## src/rtl/crfab_pkg.sv

```systemverilog
// shared constants, types and the blend function of the rectangle fill unit
package crfab_pkg;

    localparam int SCREEN_WIDTH  = 64;
    localparam int SCREEN_HEIGHT = 64;
    localparam int PIX_DEPTH     = SCREEN_WIDTH * SCREEN_HEIGHT;
    localparam int ADDR_W        = $clog2(PIX_DEPTH);
    localparam int COL_W         = $clog2(SCREEN_WIDTH + 1);
    localparam int ROW_W         = $clog2(SCREEN_HEIGHT + 1);
    localparam int CLR_W         = ADDR_W + 1;

    localparam int ORIGIN_W      = 12;
    localparam int SIZE_W        = 11;
    localparam int PIX_W         = 32;
    localparam int RD_COORD_W    = 6;
    localparam int COUNT_W       = 13;
    localparam int CLIP_W        = ORIGIN_W + 2;

    localparam logic [COUNT_W-1:0] COUNT_MAX   = '1;
    localparam logic [7:0]         CHANNEL_MAX = 8'hff;

    localparam logic KIND_FILL = 1'b0;
    localparam logic KIND_READ = 1'b1;

    typedef logic [PIX_W-1:0]   pix_t;
    typedef logic [ADDR_W-1:0]  addr_t;
    typedef logic [COUNT_W-1:0] count_t;

    typedef enum logic [2:0] {
        ST_CLEAR,
        ST_IDLE,
        ST_FILL,
        ST_DRAIN,
        ST_READ,
        ST_DONE
    } state_t;

    typedef struct packed {
        logic  we;
        addr_t waddr;
        pix_t  wdata;
        logic  re;
        addr_t raddr;
    } ram_req_t;

    typedef struct packed {
        logic   kind;
        pix_t   pix;
        count_t count;
    } result_t;

    function automatic pix_t add_blend(input pix_t old_pix, input pix_t col);
        logic [8:0] sum;
        pix_t       res;
        res = '0;
        for (int ch = 0; ch < 3; ch++)
        begin
            sum = {1'b0, old_pix[ch*8 +: 8]} + {1'b0, col[ch*8 +: 8]};
            res[ch*8 +: 8] = sum[8] ? CHANNEL_MAX : sum[7:0];
        end
        return res;
    endfunction

endpackage

```

## src/rtl/crfab_if.sv

```systemverilog
// valid/ready channel interfaces for command and result words
interface crfab_cmd_if;
    logic                                   valid;
    logic                                   ready;
    logic                                   kind;
    logic signed [crfab_pkg::ORIGIN_W-1:0]  origin_x;
    logic signed [crfab_pkg::ORIGIN_W-1:0]  origin_y;
    logic [crfab_pkg::SIZE_W-1:0]           rect_width;
    logic [crfab_pkg::SIZE_W-1:0]           rect_height;
    logic [crfab_pkg::PIX_W-1:0]            fill_color;
    logic                                   additive;
    logic [crfab_pkg::RD_COORD_W-1:0]       read_col;
    logic [crfab_pkg::RD_COORD_W-1:0]       read_row;

    modport source (
        output valid, kind, origin_x, origin_y, rect_width, rect_height,
               fill_color, additive, read_col, read_row,
        input  ready
    );
    modport sink (
        input  valid, kind, origin_x, origin_y, rect_width, rect_height,
               fill_color, additive, read_col, read_row,
        output ready
    );
endinterface


```

## src/rtl/crfab_ctrl.sv

```systemverilog
// clipping, pixel walk, read-modify-write pipeline and clearing pass
module crfab_ctrl (
    input  logic                  clk,
    input  logic                  rst_n,
    crfab_cmd_if.sink             cmd,
    output crfab_pkg::result_t    res,
    output logic                  res_valid,
    input  logic                  res_ready,
    output crfab_pkg::ram_req_t   ram_req,
    input  crfab_pkg::pix_t       ram_rdata
);

    localparam int CW = crfab_pkg::CLIP_W;
    localparam logic signed [CW-1:0] W_S = CW'(crfab_pkg::SCREEN_WIDTH);
    localparam logic signed [CW-1:0] H_S = CW'(crfab_pkg::SCREEN_HEIGHT);

    crfab_pkg::state_t state_reg, state_next;

    logic [crfab_pkg::CLR_W-1:0]  clr_reg, clr_next;
    logic [crfab_pkg::COL_W-1:0]  col_reg, col_next;
    logic [crfab_pkg::COL_W-1:0]  col_lo_reg, col_lo_next;
    logic [crfab_pkg::COL_W-1:0]  col_hi_reg, col_hi_next;
    logic [crfab_pkg::ROW_W-1:0]  row_reg, row_next;
    logic [crfab_pkg::ROW_W-1:0]  row_hi_reg, row_hi_next;
    crfab_pkg::addr_t             base_reg, base_next;
    crfab_pkg::count_t            count_reg, count_next;
    crfab_pkg::pix_t              color_reg, color_next;
    logic                         add_reg, add_next;
    logic                         kind_reg, kind_next;
    logic                         in_range_reg, in_range_next;
    crfab_pkg::pix_t              pix_reg, pix_next;
    logic                         p_valid_reg, p_valid_next;
    crfab_pkg::addr_t             p_addr_reg, p_addr_next;

    logic signed [CW-1:0] ox, oy, ex, ey, x0, x1, y0, y1;
    logic                 empty;
    crfab_pkg::addr_t     walk_addr, rd_addr;
    logic                 rd_ok;

    // clip window of the incoming rectangle
    always_comb
    begin
        ox = CW'(cmd.origin_x);
        oy = CW'(cmd.origin_y);
        ex = ox + CW'(cmd.rect_width);
        ey = oy + CW'(cmd.rect_height);
        x0 = (ox < 0) ? '0 : ox;
        y0 = (oy < 0) ? '0 : oy;
        x1 = (ex > W_S) ? W_S : ex;
        y1 = (ey > H_S) ? H_S : ey;
        empty = (x1 <= x0) || (y1 <= y0);
    end

    assign walk_addr = base_reg + crfab_pkg::ADDR_W'(col_reg);
    assign rd_addr   = crfab_pkg::ADDR_W'(crfab_pkg::ADDR_W'(cmd.read_row)
                       * crfab_pkg::ADDR_W'(crfab_pkg::SCREEN_WIDTH))
                       + crfab_pkg::ADDR_W'(cmd.read_col);
    assign rd_ok     = (32'(cmd.read_col) < 32'(crfab_pkg::SCREEN_WIDTH))
                    && (32'(cmd.read_row) < 32'(crfab_pkg::SCREEN_HEIGHT));

    always_ff @(posedge clk or negedge rst_n)
    begin
        if (!rst_n)
        begin
            state_reg   <= crfab_pkg::ST_CLEAR;
            clr_reg     <= '0;
            p_valid_reg <= 1'b0;
        end
        else
        begin
            state_reg   <= state_next;
            clr_reg     <= clr_next;
            p_valid_reg <= p_valid_next;
        end
    end

    always_ff @(posedge clk)
    begin
        col_reg      <= col_next;
        col_lo_reg   <= col_lo_next;
        col_hi_reg   <= col_hi_next;
        row_reg      <= row_next;
        row_hi_reg   <= row_hi_next;
        base_reg     <= base_next;
        count_reg    <= count_next;
        color_reg    <= color_next;
        add_reg      <= add_next;
        kind_reg     <= kind_next;
        in_range_reg <= in_range_next;
        pix_reg      <= pix_next;
        p_addr_reg   <= p_addr_next;
    end

    always_comb
    begin
        state_next    = state_reg;
        clr_next      = clr_reg;
        col_next      = col_reg;
        col_lo_next   = col_lo_reg;
        col_hi_next   = col_hi_reg;
        row_next      = row_reg;
        row_hi_next   = row_hi_reg;
        base_next     = base_reg;
        count_next    = count_reg;
        color_next    = color_reg;
        add_next      = add_reg;
        kind_next     = kind_reg;
        in_range_next = in_range_reg;
        pix_next      = pix_reg;
        p_valid_next  = 1'b0;
        p_addr_next   = p_addr_reg;
        cmd.ready     = 1'b0;
        res_valid     = 1'b0;
        ram_req       = '0;

        // write stage of the read-modify-write pipeline
        if (p_valid_reg)
        begin
            ram_req.we    = 1'b1;
            ram_req.waddr = p_addr_reg;
            ram_req.wdata = add_reg ? crfab_pkg::add_blend(ram_rdata, color_reg)
                                    : color_reg;
        end

        case (state_reg)
            crfab_pkg::ST_CLEAR:
            begin
                ram_req.we    = 1'b1;
                ram_req.waddr = clr_reg[crfab_pkg::ADDR_W-1:0];
                ram_req.wdata = '0;
                clr_next      = clr_reg + 1'b1;
                if (clr_reg == crfab_pkg::CLR_W'(crfab_pkg::PIX_DEPTH - 1))
                begin
                    state_next = crfab_pkg::ST_IDLE;
                end
            end
            crfab_pkg::ST_IDLE:
            begin
                cmd.ready = 1'b1;
                if (cmd.valid)
                begin
                    kind_next  = cmd.kind;
                    count_next = '0;
                    pix_next   = '0;
                    if (cmd.kind == crfab_pkg::KIND_READ)
                    begin
                        in_range_next = rd_ok;
                        ram_req.re    = 1'b1;
                        ram_req.raddr = rd_addr;
                        state_next    = crfab_pkg::ST_READ;
                    end
                    else
                    begin
                        col_lo_next = crfab_pkg::COL_W'(x0);
                        col_next    = crfab_pkg::COL_W'(x0);
                        col_hi_next = crfab_pkg::COL_W'(x1);
                        row_next    = crfab_pkg::ROW_W'(y0);
                        row_hi_next = crfab_pkg::ROW_W'(y1);
                        base_next   = crfab_pkg::ADDR_W'(crfab_pkg::ADDR_W'(y0)
                                      * crfab_pkg::ADDR_W'(crfab_pkg::SCREEN_WIDTH));
                        color_next  = cmd.fill_color;
                        add_next    = cmd.additive;
                        state_next  = empty ? crfab_pkg::ST_DONE : crfab_pkg::ST_FILL;
                    end
                end
            end
            crfab_pkg::ST_FILL:
            begin
                ram_req.re    = 1'b1;
                ram_req.raddr = walk_addr;
                p_valid_next  = 1'b1;
                p_addr_next   = walk_addr;
                if (count_reg != crfab_pkg::COUNT_MAX)
                begin
                    count_next = count_reg + 1'b1;
                end
                if (col_reg + 1'b1 == col_hi_reg)
                begin
                    col_next  = col_lo_reg;
                    row_next  = row_reg + 1'b1;
                    base_next = base_reg + crfab_pkg::ADDR_W'(crfab_pkg::SCREEN_WIDTH);
                    if (row_reg + 1'b1 == row_hi_reg)
                    begin
                        state_next = crfab_pkg::ST_DRAIN;
                    end
                end
                else
                begin
                    col_next = col_reg + 1'b1;
                end
            end
            crfab_pkg::ST_DRAIN:
            begin
                state_next = crfab_pkg::ST_DONE;
            end
            crfab_pkg::ST_READ:
            begin
                pix_next   = in_range_reg ? ram_rdata : '0;
                state_next = crfab_pkg::ST_DONE;
            end
            crfab_pkg::ST_DONE:
            begin
                res_valid = 1'b1;
                if (res_ready)
                begin
                    state_next = crfab_pkg::ST_IDLE;
                end
            end
            default:
            begin
                state_next = crfab_pkg::ST_IDLE;
            end
        endcase
    end

    assign res.kind  = kind_reg;
    assign res.pix   = pix_reg;
    assign res.count = count_reg;

endmodule

```

## src/flat_wrapper.sv

```systemverilog
// flat-port wrapper written by rule: the top's interface ports become plain ports
module crfab_ctrl_flat 
  (clk, rst_n, res, res_valid, res_ready, ram_req, ram_rdata, cmd_valid, cmd_kind, cmd_origin_x, cmd_origin_y, cmd_rect_width, cmd_rect_height, cmd_fill_color, cmd_additive, cmd_read_col, cmd_read_row, cmd_ready);
  crfab_cmd_if cmd_i ();
  input  logic clk;
  input  logic rst_n;
  output crfab_pkg::result_t res;
  output logic res_valid;
  input  logic res_ready;
  output crfab_pkg::ram_req_t ram_req;
  input  crfab_pkg::pix_t ram_rdata;
  input wire logic [$bits(cmd_i.valid)-1:0] cmd_valid;
  input wire logic [$bits(cmd_i.kind)-1:0] cmd_kind;
  input wire logic [$bits(cmd_i.origin_x)-1:0] cmd_origin_x;
  input wire logic [$bits(cmd_i.origin_y)-1:0] cmd_origin_y;
  input wire logic [$bits(cmd_i.rect_width)-1:0] cmd_rect_width;
  input wire logic [$bits(cmd_i.rect_height)-1:0] cmd_rect_height;
  input wire logic [$bits(cmd_i.fill_color)-1:0] cmd_fill_color;
  input wire logic [$bits(cmd_i.additive)-1:0] cmd_additive;
  input wire logic [$bits(cmd_i.read_col)-1:0] cmd_read_col;
  input wire logic [$bits(cmd_i.read_row)-1:0] cmd_read_row;
  output wire logic [$bits(cmd_i.ready)-1:0] cmd_ready;
  assign cmd_i.valid = cmd_valid;
  assign cmd_i.kind = cmd_kind;
  assign cmd_i.origin_x = cmd_origin_x;
  assign cmd_i.origin_y = cmd_origin_y;
  assign cmd_i.rect_width = cmd_rect_width;
  assign cmd_i.rect_height = cmd_rect_height;
  assign cmd_i.fill_color = cmd_fill_color;
  assign cmd_i.additive = cmd_additive;
  assign cmd_i.read_col = cmd_read_col;
  assign cmd_i.read_row = cmd_read_row;
  assign cmd_ready = cmd_i.ready;
  crfab_ctrl u_core (.clk(clk), .rst_n(rst_n), .cmd(cmd_i), .res(res), .res_valid(res_valid), .res_ready(res_ready), .ram_req(ram_req), .ram_rdata(ram_rdata));
endmodule
```

## config.mk

```make
export PLATFORM = sky130hd
export DESIGN_NAME = crfab_ctrl_flat
export DESIGN_NICKNAME = d
export VERILOG_FILES = /design/src/rtl/crfab_pkg.sv /design/src/rtl/crfab_if.sv /design/src/rtl/crfab_ctrl.sv /design/src/flat_wrapper.sv
export SDC_FILE = /design/constraint.sdc
export NUM_CORES = 1
export LEC_CHECK = 0
export ABC_AREA = 1
export BUFFER_PORTS_ARGS = -buffer_cell sky130_fd_sc_hd__clkbuf_2
export CAP_MARGIN = 20
export CORE_MARGIN = 2
export CORE_UTILIZATION = 55
export CTS_BUF_LIST = sky130_fd_sc_hd__clkbuf_8 sky130_fd_sc_hd__clkbuf_16
export DETAILED_ROUTE_END_ITERATION = 10
export PLACE_DENSITY = 0.82
export RECOVER_POWER = 100
export SLEW_MARGIN = 20
export SYNTH_ARGS = -nofsm -noshare
export SYNTH_HDL_FRONTEND = slang
export SYNTH_SLANG_ARGS = --single-unit
```

## constraint.sdc

```tcl
create_clock -name clk -period 6.5 [get_ports clk]
set_clock_uncertainty 0.05 [all_clocks]
set_input_delay 0.65 -clock clk [delete_from_list [all_inputs] [get_ports clk]]
set_output_delay 0.65 -clock clk [all_outputs]
set_load 0.05 [all_outputs]
```

==> flow_metrics.tcl, run 1 <==
set metrics [dict create \
    status "finished, violations left" \
    violations "max-capacitance violations, max-slew violations" \
    syn_inst 1104 \
    grt_max_degree 43 \
    chipHeight_um 137 \
    timing.final.setup_violations 0 \
    power_density_nw_per_um2 355 \
    io_buffers 233 \
    final_cell_count_no_fill 1577 \
    cts_buffers 17 \
    final-hold-violation-count 0 \
    syn-num-nets 1314 \
    clk_path_buf_depth 2 \
    cp.arrival_ns 4.25 \
    rsz0062_at_grt "no" \
    dpl.cell_count 1544 \
    p_leak_nw 5.31 \
    critPathRequiredTime_ns 5.80 \
    crit_fanout 31 \
    clk_latency_ns 0.43 \
    num_io_pins 234 \
    grt_pass1_wl_um 38900 \
    gp_congestion 0.913 \
    cts.sinks 149 \
    synth_ff_type "edfxtp_1" \
    synthToLayoutAreaGrowth_pct 18.1 \
    worst_r2r_startpoint "u_core.state_reg[0]" \
    ctsHoldBuffers 0 \
    coreArea_um2 17300 \
    endpoint_kind "output port" \
    vias 8636 \
    routed_wl_um 25000 \
    clk_pin_slew_ns 0.06 \
    irDropWorstVdd_mv 0.206 \
    yosysTopAreaCellShare 0.406 \
    seq_area_frac_synth 0.450 \
    num_rows 48 \
    drtPass1Iterations 7 \
    maxCapViolations 6 \
    drive_gt1_frac 0.133 \
    period_needed_ns 4.95 \
    postRouteAntennaNets 0 \
    synth_edf_count 132 \
    grt-ovfl-total 0 \
    dp.final_hpwl_um 18800 \
    start_util 0.564 \
    drv_slew 182 \
    min_period_over_period 0.762 \
    n_fill_cell 1451 \
    critical_path_class "register to output port" \
    via_per_inst 5.48 \
    post-cts-setup-buffer-count 0 \
    synth_top_cell_by_area "edfxtp_1" \
    grt_pass1_vias 8267 \
    htreeDepth 4 \
    yosys_warnings 0 \
    tns_ns 0 \
    ys_top_cells_by_area "edfxtp_1, ha_1, nand2_1, inv_1, dfrtp_1" \
    cts_root_buf "clkbuf_16" \
    cts_tree "done" \
    synth_area_um2 9750 \
    synthArstFlopShare 0.114 \
    holdWs_ns 0.309 \
    slew_headroom -0.384 \
    die_width_um 137 \
    startpoint "u_core.state_reg[1]" \
    min_path_type "primary input to asynchronous set/reset pin" \
    dp_slack_ns 1.91 \
    wl_per_cell_um 15.8 \
    antenna_found_initial 0 \
    grt_usage 0.265 \
    synth_seq_cells 149 \
    synth_cell_types 55 \
    fin_nets 1548 \
    ctsResizeCount 0 \
    drc 0 \
    fmax_mhz 202 \
    start_kind "register" \
    max_slew.worst_pin.slew_ns 2.08 \
    drt_iter0_drc 618 \
    die-area_um2 18800 \
    timing.final.ws_setup_ns 1.55 \
    synth_area_per_cell_um2 8.83 \
]
-- power breakdown --
part	switching, mW	internal (mW)
sequential	0.148	1.36
combinational	1.21	0.385
clock	0.417	0.574
total	1.77	2.32
-- worst max-delay path, cell delays in order, from the launching register on --
cell and delay [ns]:
dfrtp_1 0.44, nor2_1 0.09, nand2_1 0.52, inv_1 0.32, nor2_1 0.32, clkbuf_1 1.10, o221ai_1 0.38, inv_1 0.16
clkbuf_1 0.48
-- path summary, 6_finish.rpt --
kind / to / slack (ns) / cells after the start
max in group asynchronous: u_core.clr_reg[8] / 5.50 / 1
setup / recovery: ram_req[29] / 1.55 / 8
hold / removal: u_core.clr_reg[3] / 0.31 / 1
hold reg to reg: u_core.clr_reg[12] / 0.46 / 2
min in group clk: u_core.color_reg[25] / 0.35 / 1
setup reg to reg: u_core.color_reg[2] / 1.75 / 7
-- metrics by stage --
step,power [mW],util,cell area (µm²)
after detailed placement,3.15,0.645,11200
after global routing,4.30,0.666,11500
after floorplan,2.72,-,9750
after global placement,3.10,0.645,11100
final,4.09,0.666,11500
after CTS,4.14,0.679,11700
-- per-layer routing --
metal  part of all wire  track usage  vias up  wire length (µm)
li1                   -            -     4195                 -
met1               0.39        0.318     3995              9790
met2               0.50        0.457      387             12400
met3              0.083       0.0559       59              2070
met4              0.029        0.117        0               715
met5                  0            0        -                 0
-- layout make-up --
cell class / instances / area (µm²) / share of cell area
multi-input combinational: 764 / 4570 / 0.397
timing repair buffer: 238 / 1050 / 0.0908
clock buffer: 17 / 425 / 0.0369
inverter: 168 / 632 / 0.0549
clock inverter: 15 / 169 / 0.0147
sequential: 149 / 4390 / 0.381
antenna: 1 / 2.50 / 0.000217
tap: 225 / 282 / 0.0244
-- cells by family (layout without fill, tap and decap cells) --
logic type / after synthesis / count (layout) / synth area share
xor gates and xnor gates: 64 / 64 / 0.0590
buffers and inverters: 191 / 438 / 0.0754
AOI/OAI and AO/OA: 180 / 180 / 0.110
and+or+nand+nor: 438 / 438 / 0.197
DFF: 149 / 149 / 0.450
other: 0 / 1 / 0
adders and majority gates: 82 / 82 / 0.109
-- cells in the final DEF (no fill, tap or decap), types with 60 or more instances in the layout --
cell,instances
nand2_1,207
inv_1,163
edfxtp_1,132
clkbuf_2,122
clkbuf_1,116
nor2_1,115
ha_1,77
a21oi_1,63
o21ai_0,63
nand3_1,60
-- cells in the mapped netlist, types with 6 or more instances --
| master | number |
|---|---|
| nand2_1 | 206 |
| inv_1 | 160 |
| edfxtp_1 | 132 |
| nor2_1 | 110 |
| ha_1 | 77 |
| a21oi_1 | 62 |
| o21ai_0 | 60 |
| nand3_1 | 59 |
| xor2_1 | 36 |
| xnor2_1 | 26 |
| clkbuf_1 | 17 |
| dfrtp_1 | 17 |
| nand4_1 | 16 |
| nor2_2 | 11 |
| a32o_1 | 10 |
| a21o_1 | 9 |
| nor3_1 | 9 |
| nand2_2 | 8 |
| o21ai_1 | 7 |
| inv_2 | 6 |
| o221ai_1 | 6 |
(Power assumes the default switching activity.)
==> run 2, diff against run 1 <==
clock period = 5 ns   (was 6.5 ns; I/O delays follow)
==> run 2 against run 1 <==
The run still ends with max-capacitance violations, max-slew violations left. Hold slack got worse by 0.11 ns. First-iteration DRC count decreased by 17%. Combinational power rose by 30%. Non-clock buffer count grew 2. Critical endpoint is now u_core.state_reg[1]. Critical path depth rose by 22.
==> flow_metrics.tcl, run 2 (same netlist as run 1, synthesis figures left out) <==
set metrics [dict create \
    power_density_nw_per_um2 451 \
    drt_iter0_drc 515 \
    final_cell_mix "nand2_1, inv_1, edfxtp_1" \
    mostFrequentLayoutCell "nand2_1" \
    design_area_um2 11500 \
    slew_headroom -0.309 \
    coreArea_um2 17300 \
    chipHeight_um 137 \
    crit_fanout 9 \
    num_rows 48 \
    min_path_type "primary input to register" \
    max_slew.worst_pin.slew_ns 1.96 \
    use_met2 0.462 \
    grt_usage 0.261 \
    drv_slew 67 \
    wl_per_cell_um 15.4 \
    placed_cell_area_um2 11200 \
    cts.sinks 149 \
    drtPass1Iterations 5 \
    routed_wl_um 24300 \
    irDropWorstVdd_mv 0.353 \
    postRouteAntennaNets 0 \
    die_width_um 137 \
    violations "max-capacitance violations, max-slew violations" \
    dp.final_hpwl_um 18400 \
    grt_use_met3 0.0533 \
    vias 8495 \
    synthToLayoutAreaGrowth_pct 17.9 \
    maxCapViolations 2 \
    n_fill_cell 1468 \
    cpLargestDelayFamily "simple AND/OR/NAND/NOR gates" \
    start_kind "primary input" \
    fmax_mhz 232 \
    start_util 0.564 \
    report.power.total_mw 5.19 \
    io_buffers 233 \
    cp.arrival_ns 4.58 \
    final-hold-violation-count 0 \
    critPathBufInv 2 \
    antenna_cells 0 \
    ctsResizeCount 0 \
    slowest_delay_ns 0.41 \
    drc 0 \
    fin_nets 1550 \
    grt_max_degree 44 \
    clk_pin_slew_ns 0.06 \
    timing.final.setup_violations 0 \
    via_per_inst 5.38 \
    clk_latency_ns 0.43 \
    clk_path_buf_depth 2 \
    grt-ovfl-total 0 \
    gr-usage-met1 0.308 \
    grt_pass1_wl_um 38700 \
    tns_ns 0 \
    min_period_over_period 0.864 \
    htreeDepth 4 \
    period_needed_ns 4.32 \
    grt.busiest_layer "met2" \
    critPathSlowestCell "fa_1" \
    crit_path_frequent_cell "nand2_1" \
    gp_congestion 0.903 \
    antenna_found_initial 0 \
    grt_pass1_vias 8215 \
    post-cts-setup-buffer-count 0 \
    cts_buffers 17 \
    num_io_pins 234 \
    p_leak_nw 5.29 \
    status "finished, violations left" \
    drive_gt1_frac 0.137 \
    critical_path_class "primary input to register" \
    die-area_um2 18800 \
    endpoint_kind "register" \
    cts_root_buf "clkbuf_16" \
    rsz0062_at_grt "no" \
    critPathRequiredTime_ns 5.26 \
    cts_tree "done" \
]
[run 2: routing by layer]
layer  part of all wire  vias to the layer above
li1                   -                     4188
met1               0.40                     3937
met2               0.50                      325
met3              0.076                       45
met4              0.024                        0
met5                  0                        -
[run 2: path summary, 6_finish.rpt]
path	from	to	slack, ns	depth (start not counted)
min in group asynchronous	rst_n	u_core.clr_reg[4]	0.69	2
worst max-delay path	cmd_rect_width[0]	u_core.state_reg[1]	0.68	30
worst min-delay path	cmd_fill_color[9]	u_core.color_reg[9]	0.20	1
worst min register to register	u_core.clr_reg[3]	u_core.clr_reg[3]	0.46	1
worst max register to register	u_core.state_reg[2]	u_core.row_reg[3]	1.08	10
max in group asynchronous	rst_n	u_core.p_valid_reg	3.63	2
[run 2: power breakdown]
| part | leakage [nW] | switching (mW) | total [mW] | internal (mW) |
|---|---|---|---|---|
| clock | 0.256 | 0.531 | 1.17 | 0.643 |
| sequential | 1.47 | 0.185 | 1.95 | 1.76 |
| combinational | 3.56 | 1.57 | 2.07 | 0.503 |
| total | 5.29 | 2.28 | 5.19 | 2.91 |
[run 2: area by class of cell]
type	count	area, µm²	share of cell area
clock buffer	17	425	0.0370
clock inverter	15	124	0.0108
inverter	168	633	0.0550
multi-input combinational	764	4580	0.398
sequential	149	4390	0.382
tap	225	282	0.0245
timing repair buffer	240	1070	0.0927
[run 2: through the flow]
step / hold WS [ns] / util / std cells / setup slack (ns)
after floorplan: 0.154 / - / 1104 / 0.579
after global placement: 0.409 / 0.645 / 1545 / 0.705
after detailed placement: 0.415 / 0.645 / 1545 / 0.525
after CTS: 0.185 / 0.677 / 1578 / 0.921
after global routing: 0.184 / 0.665 / 1578 / 0.261
final: 0.196 / 0.665 / 1578 / 0.680
[run 2: worst register-to-register path, stage by stage (launching register included)]
cell	delay, ns
dfrtp_1	0.40
inv_1	0.13
nand2_1	0.11
nor2_4	0.09
buf_4	0.42
inv_1	0.63
nand2_1	0.26
o21ai_0	0.11
nor2_1	0.54
a21boi_0	0.23
clkbuf_1	0.57
[run 2: what timing repair did]
action                                 CTS  global route
endpoints found under the hold margin   17             0
setup endpoints to repair                0             0
hold buffers                             1             0
==> run 3, diff against run 2 <==
clock period = 5.6 ns   (was 5 ns; I/O delays follow)
==> run 3 against run 2 <==
The run still ends with max-capacitance violations, max-slew violations left. Wire length grew 1.1%. First-iteration DRC count shrank 4.3%. Combinational power shrank 11%. Design area is essentially flat. Utilization is essentially flat. Register-to-register slack gained 0.40 ns. Hold slack gained 0.019 ns. Critical endpoint unchanged. Sequential power shrank 11%. Critical path depth is the same. Global-route usage shrank 0.077 points. Sequential share of layout area is essentially flat.
==> flow_metrics.tcl, run 3 (same netlist as run 1, synthesis figures left out) <==
set metrics [dict create \
    dp_slack_ns 1.12 \
    clk_path_buf_depth 2 \
    ctsResizeCount 0 \
    start_kind "primary input" \
    min_period_over_period 0.779 \
    vias 8478 \
    crit_fanout 9 \
    crit_path_frequent_cell "nand2_1" \
    cts_root_buf "clkbuf_16" \
    die-area_um2 18800 \
    fin_nets 1549 \
    timing.final.ws_setup_ns 1.24 \
    combPwrFrac 0.395 \
    synthToLayoutAreaGrowth_pct 17.9 \
    cts_tree "done" \
    power_density_nw_per_um2 407 \
    num_rows 48 \
    critical_path_class "primary input to register" \
    irDropWorstVdd_mv 0.272 \
    dp.final_hpwl_um 18500 \
    final-hold-violation-count 0 \
    grt_pass1_vias 8131 \
    rsz0062_at_grt "no" \
    rr_worst_depth 7 \
    violations "max-capacitance violations, max-slew violations" \
    antenna_cells 0 \
    max_slew.worst_pin.slew_ns 1.96 \
    clk_latency_ns 0.43 \
    seqPwrFrac 0.372 \
    mostFrequentLayoutCell "nand2_1" \
    ctsHoldBuffers 0 \
    drtPass1Iterations 6 \
    num_io_pins 234 \
    report.power.total_mw 4.68 \
    cts_buffers 17 \
    critPathSlowestCell "fa_1" \
    postRouteAntennaNets 0 \
    critPathRequiredTime_ns 5.86 \
    min_path_type "primary input to asynchronous set/reset pin" \
    coreArea_um2 17300 \
    drt_iter0_drc 493 \
    grt_usage 0.260 \
    maxCapViolations 5 \
    slowest_delay_ns 0.41 \
    status "finished, violations left" \
    cts.sinks 149 \
    drc 0 \
    die_width_um 137 \
    timing.final.setup_violations 0 \
    drv_slew 147 \
    tns_ns 0 \
    grt-ovfl-total 0 \
    n_fill_cell 1477 \
    final_cell_mix "nand2_1, inv_1, edfxtp_1" \
    post-cts-setup-buffer-count 0 \
    cp.arrival_ns 4.63 \
    fmax_mhz 229 \
    period_needed_ns 4.36 \
    io_buffers 233 \
    via_per_inst 5.38 \
    slew_headroom -0.309 \
    routed_wl_um 24500 \
    start_util 0.564 \
    gp_congestion 0.906 \
    switching_power_mw 2.07 \
    htreeDepth 4 \
    swShare 0.443 \
    grt_pass1_wl_um 38200 \
    p_leak_nw 5.31 \
    endpoint_kind "register" \
    intPower_mw 2.61 \
    drive_gt1_frac 0.137 \
    chipHeight_um 137 \
    clk_pin_slew_ns 0.07 \
    grt_max_degree 43 \
    wl_per_cell_um 15.6 \
    clkPwrFrac 0.233 \
    antenna_found_initial 0 \
]
-- run 3: cell count changes in the layout (fill, tap and decap cells not counted), moves of 2 or more --
| cell | delta |
|---|---|
| clkbuf_2 | +2 |
| clkinv_4 | -2 |
| clkbuf_1 | -2 |
| o21ai_0 | +2 |
| inv_8 | +2 |
| clkinvlp_4 | -3 |
| inv_6 | +2 |
-- run 3: worst max-delay path: cells and delay by family --
| kind | cells | cell delay [ns] |
|---|---|---|
| AND/OR/NAND/NOR | 17 | 1.62 |
| adder cells (fa/ha/maj) | 4 | 1.20 |
| XOR/XNOR | 1 | 0.19 |
| AO/OA/AOI/OAI | 6 | 0.88 |
| buffers and inverters | 2 | 0.17 |
-- run 3: metal layers --
layer,GRT usage,vias up,routed length [µm]
li1,-,4198,-
met1,0.313,3905,10000
met2,0.461,330,12100
met3,0.0448,45,1830
met4,0.104,0,608
met5,0,-,0
-- run 3: stage by stage --
step | hold slack, ns | util | instance area, µm² | instances
after floorplan | 0.214 | - | 9750 | 1104
after global placement | 0.435 | 0.645 | 11200 | 1545
after detailed placement | 0.446 | 0.646 | 11200 | 1545
after CTS | 0.0235 | 0.678 | 11700 | 1577
after global routing | 0.241 | 0.665 | 11500 | 1577
final | 0.215 | 0.665 | 11500 | 1577
-- run 3: area by class of cell --
| cell class | instances | area (µm²) | area share |
|---|---|---|---|
| sequential | 149 | 4390 | 0.382 |
| inverter | 168 | 633 | 0.0550 |
| multi-input combinational | 764 | 4570 | 0.398 |
| clock inverter | 15 | 140 | 0.0122 |
| tap | 225 | 282 | 0.0245 |
| clock buffer | 17 | 425 | 0.0370 |
| timing repair buffer | 239 | 1060 | 0.0920 |
-- run 3: power groups by stage --
stage / Combinational (mW) / Sequential [mW] / Clock (mW)
global route: 2.01 / 1.77 / 1.13
detailed placement: 1.90 / 1.75 / 0
floorplan: 1.06 / 2.09 / 0
finish: 1.85 / 1.74 / 1.09
CTS: 1.92 / 1.73 / 1.10
global placement: 1.85 / 1.74 / 0
-- run 3: path summary, 6_finish.rpt --
kind / endpoint / slack (ns) / from
setup reg to reg: u_core.color_reg[5] / 1.48 / u_core.state_reg[0]
hold reg to reg: u_core.clr_reg[3] / 0.46 / u_core.clr_reg[3]
setup / recovery: u_core.state_reg[1] / 1.24 / cmd_rect_width[0]
max in group asynchronous: u_core.state_reg[1] / 4.69 / rst_n
min in group clk: u_core.color_reg[25] / 0.26 / cmd_fill_color[25]
hold / removal: u_core.clr_reg[0] / 0.22 / rst_n
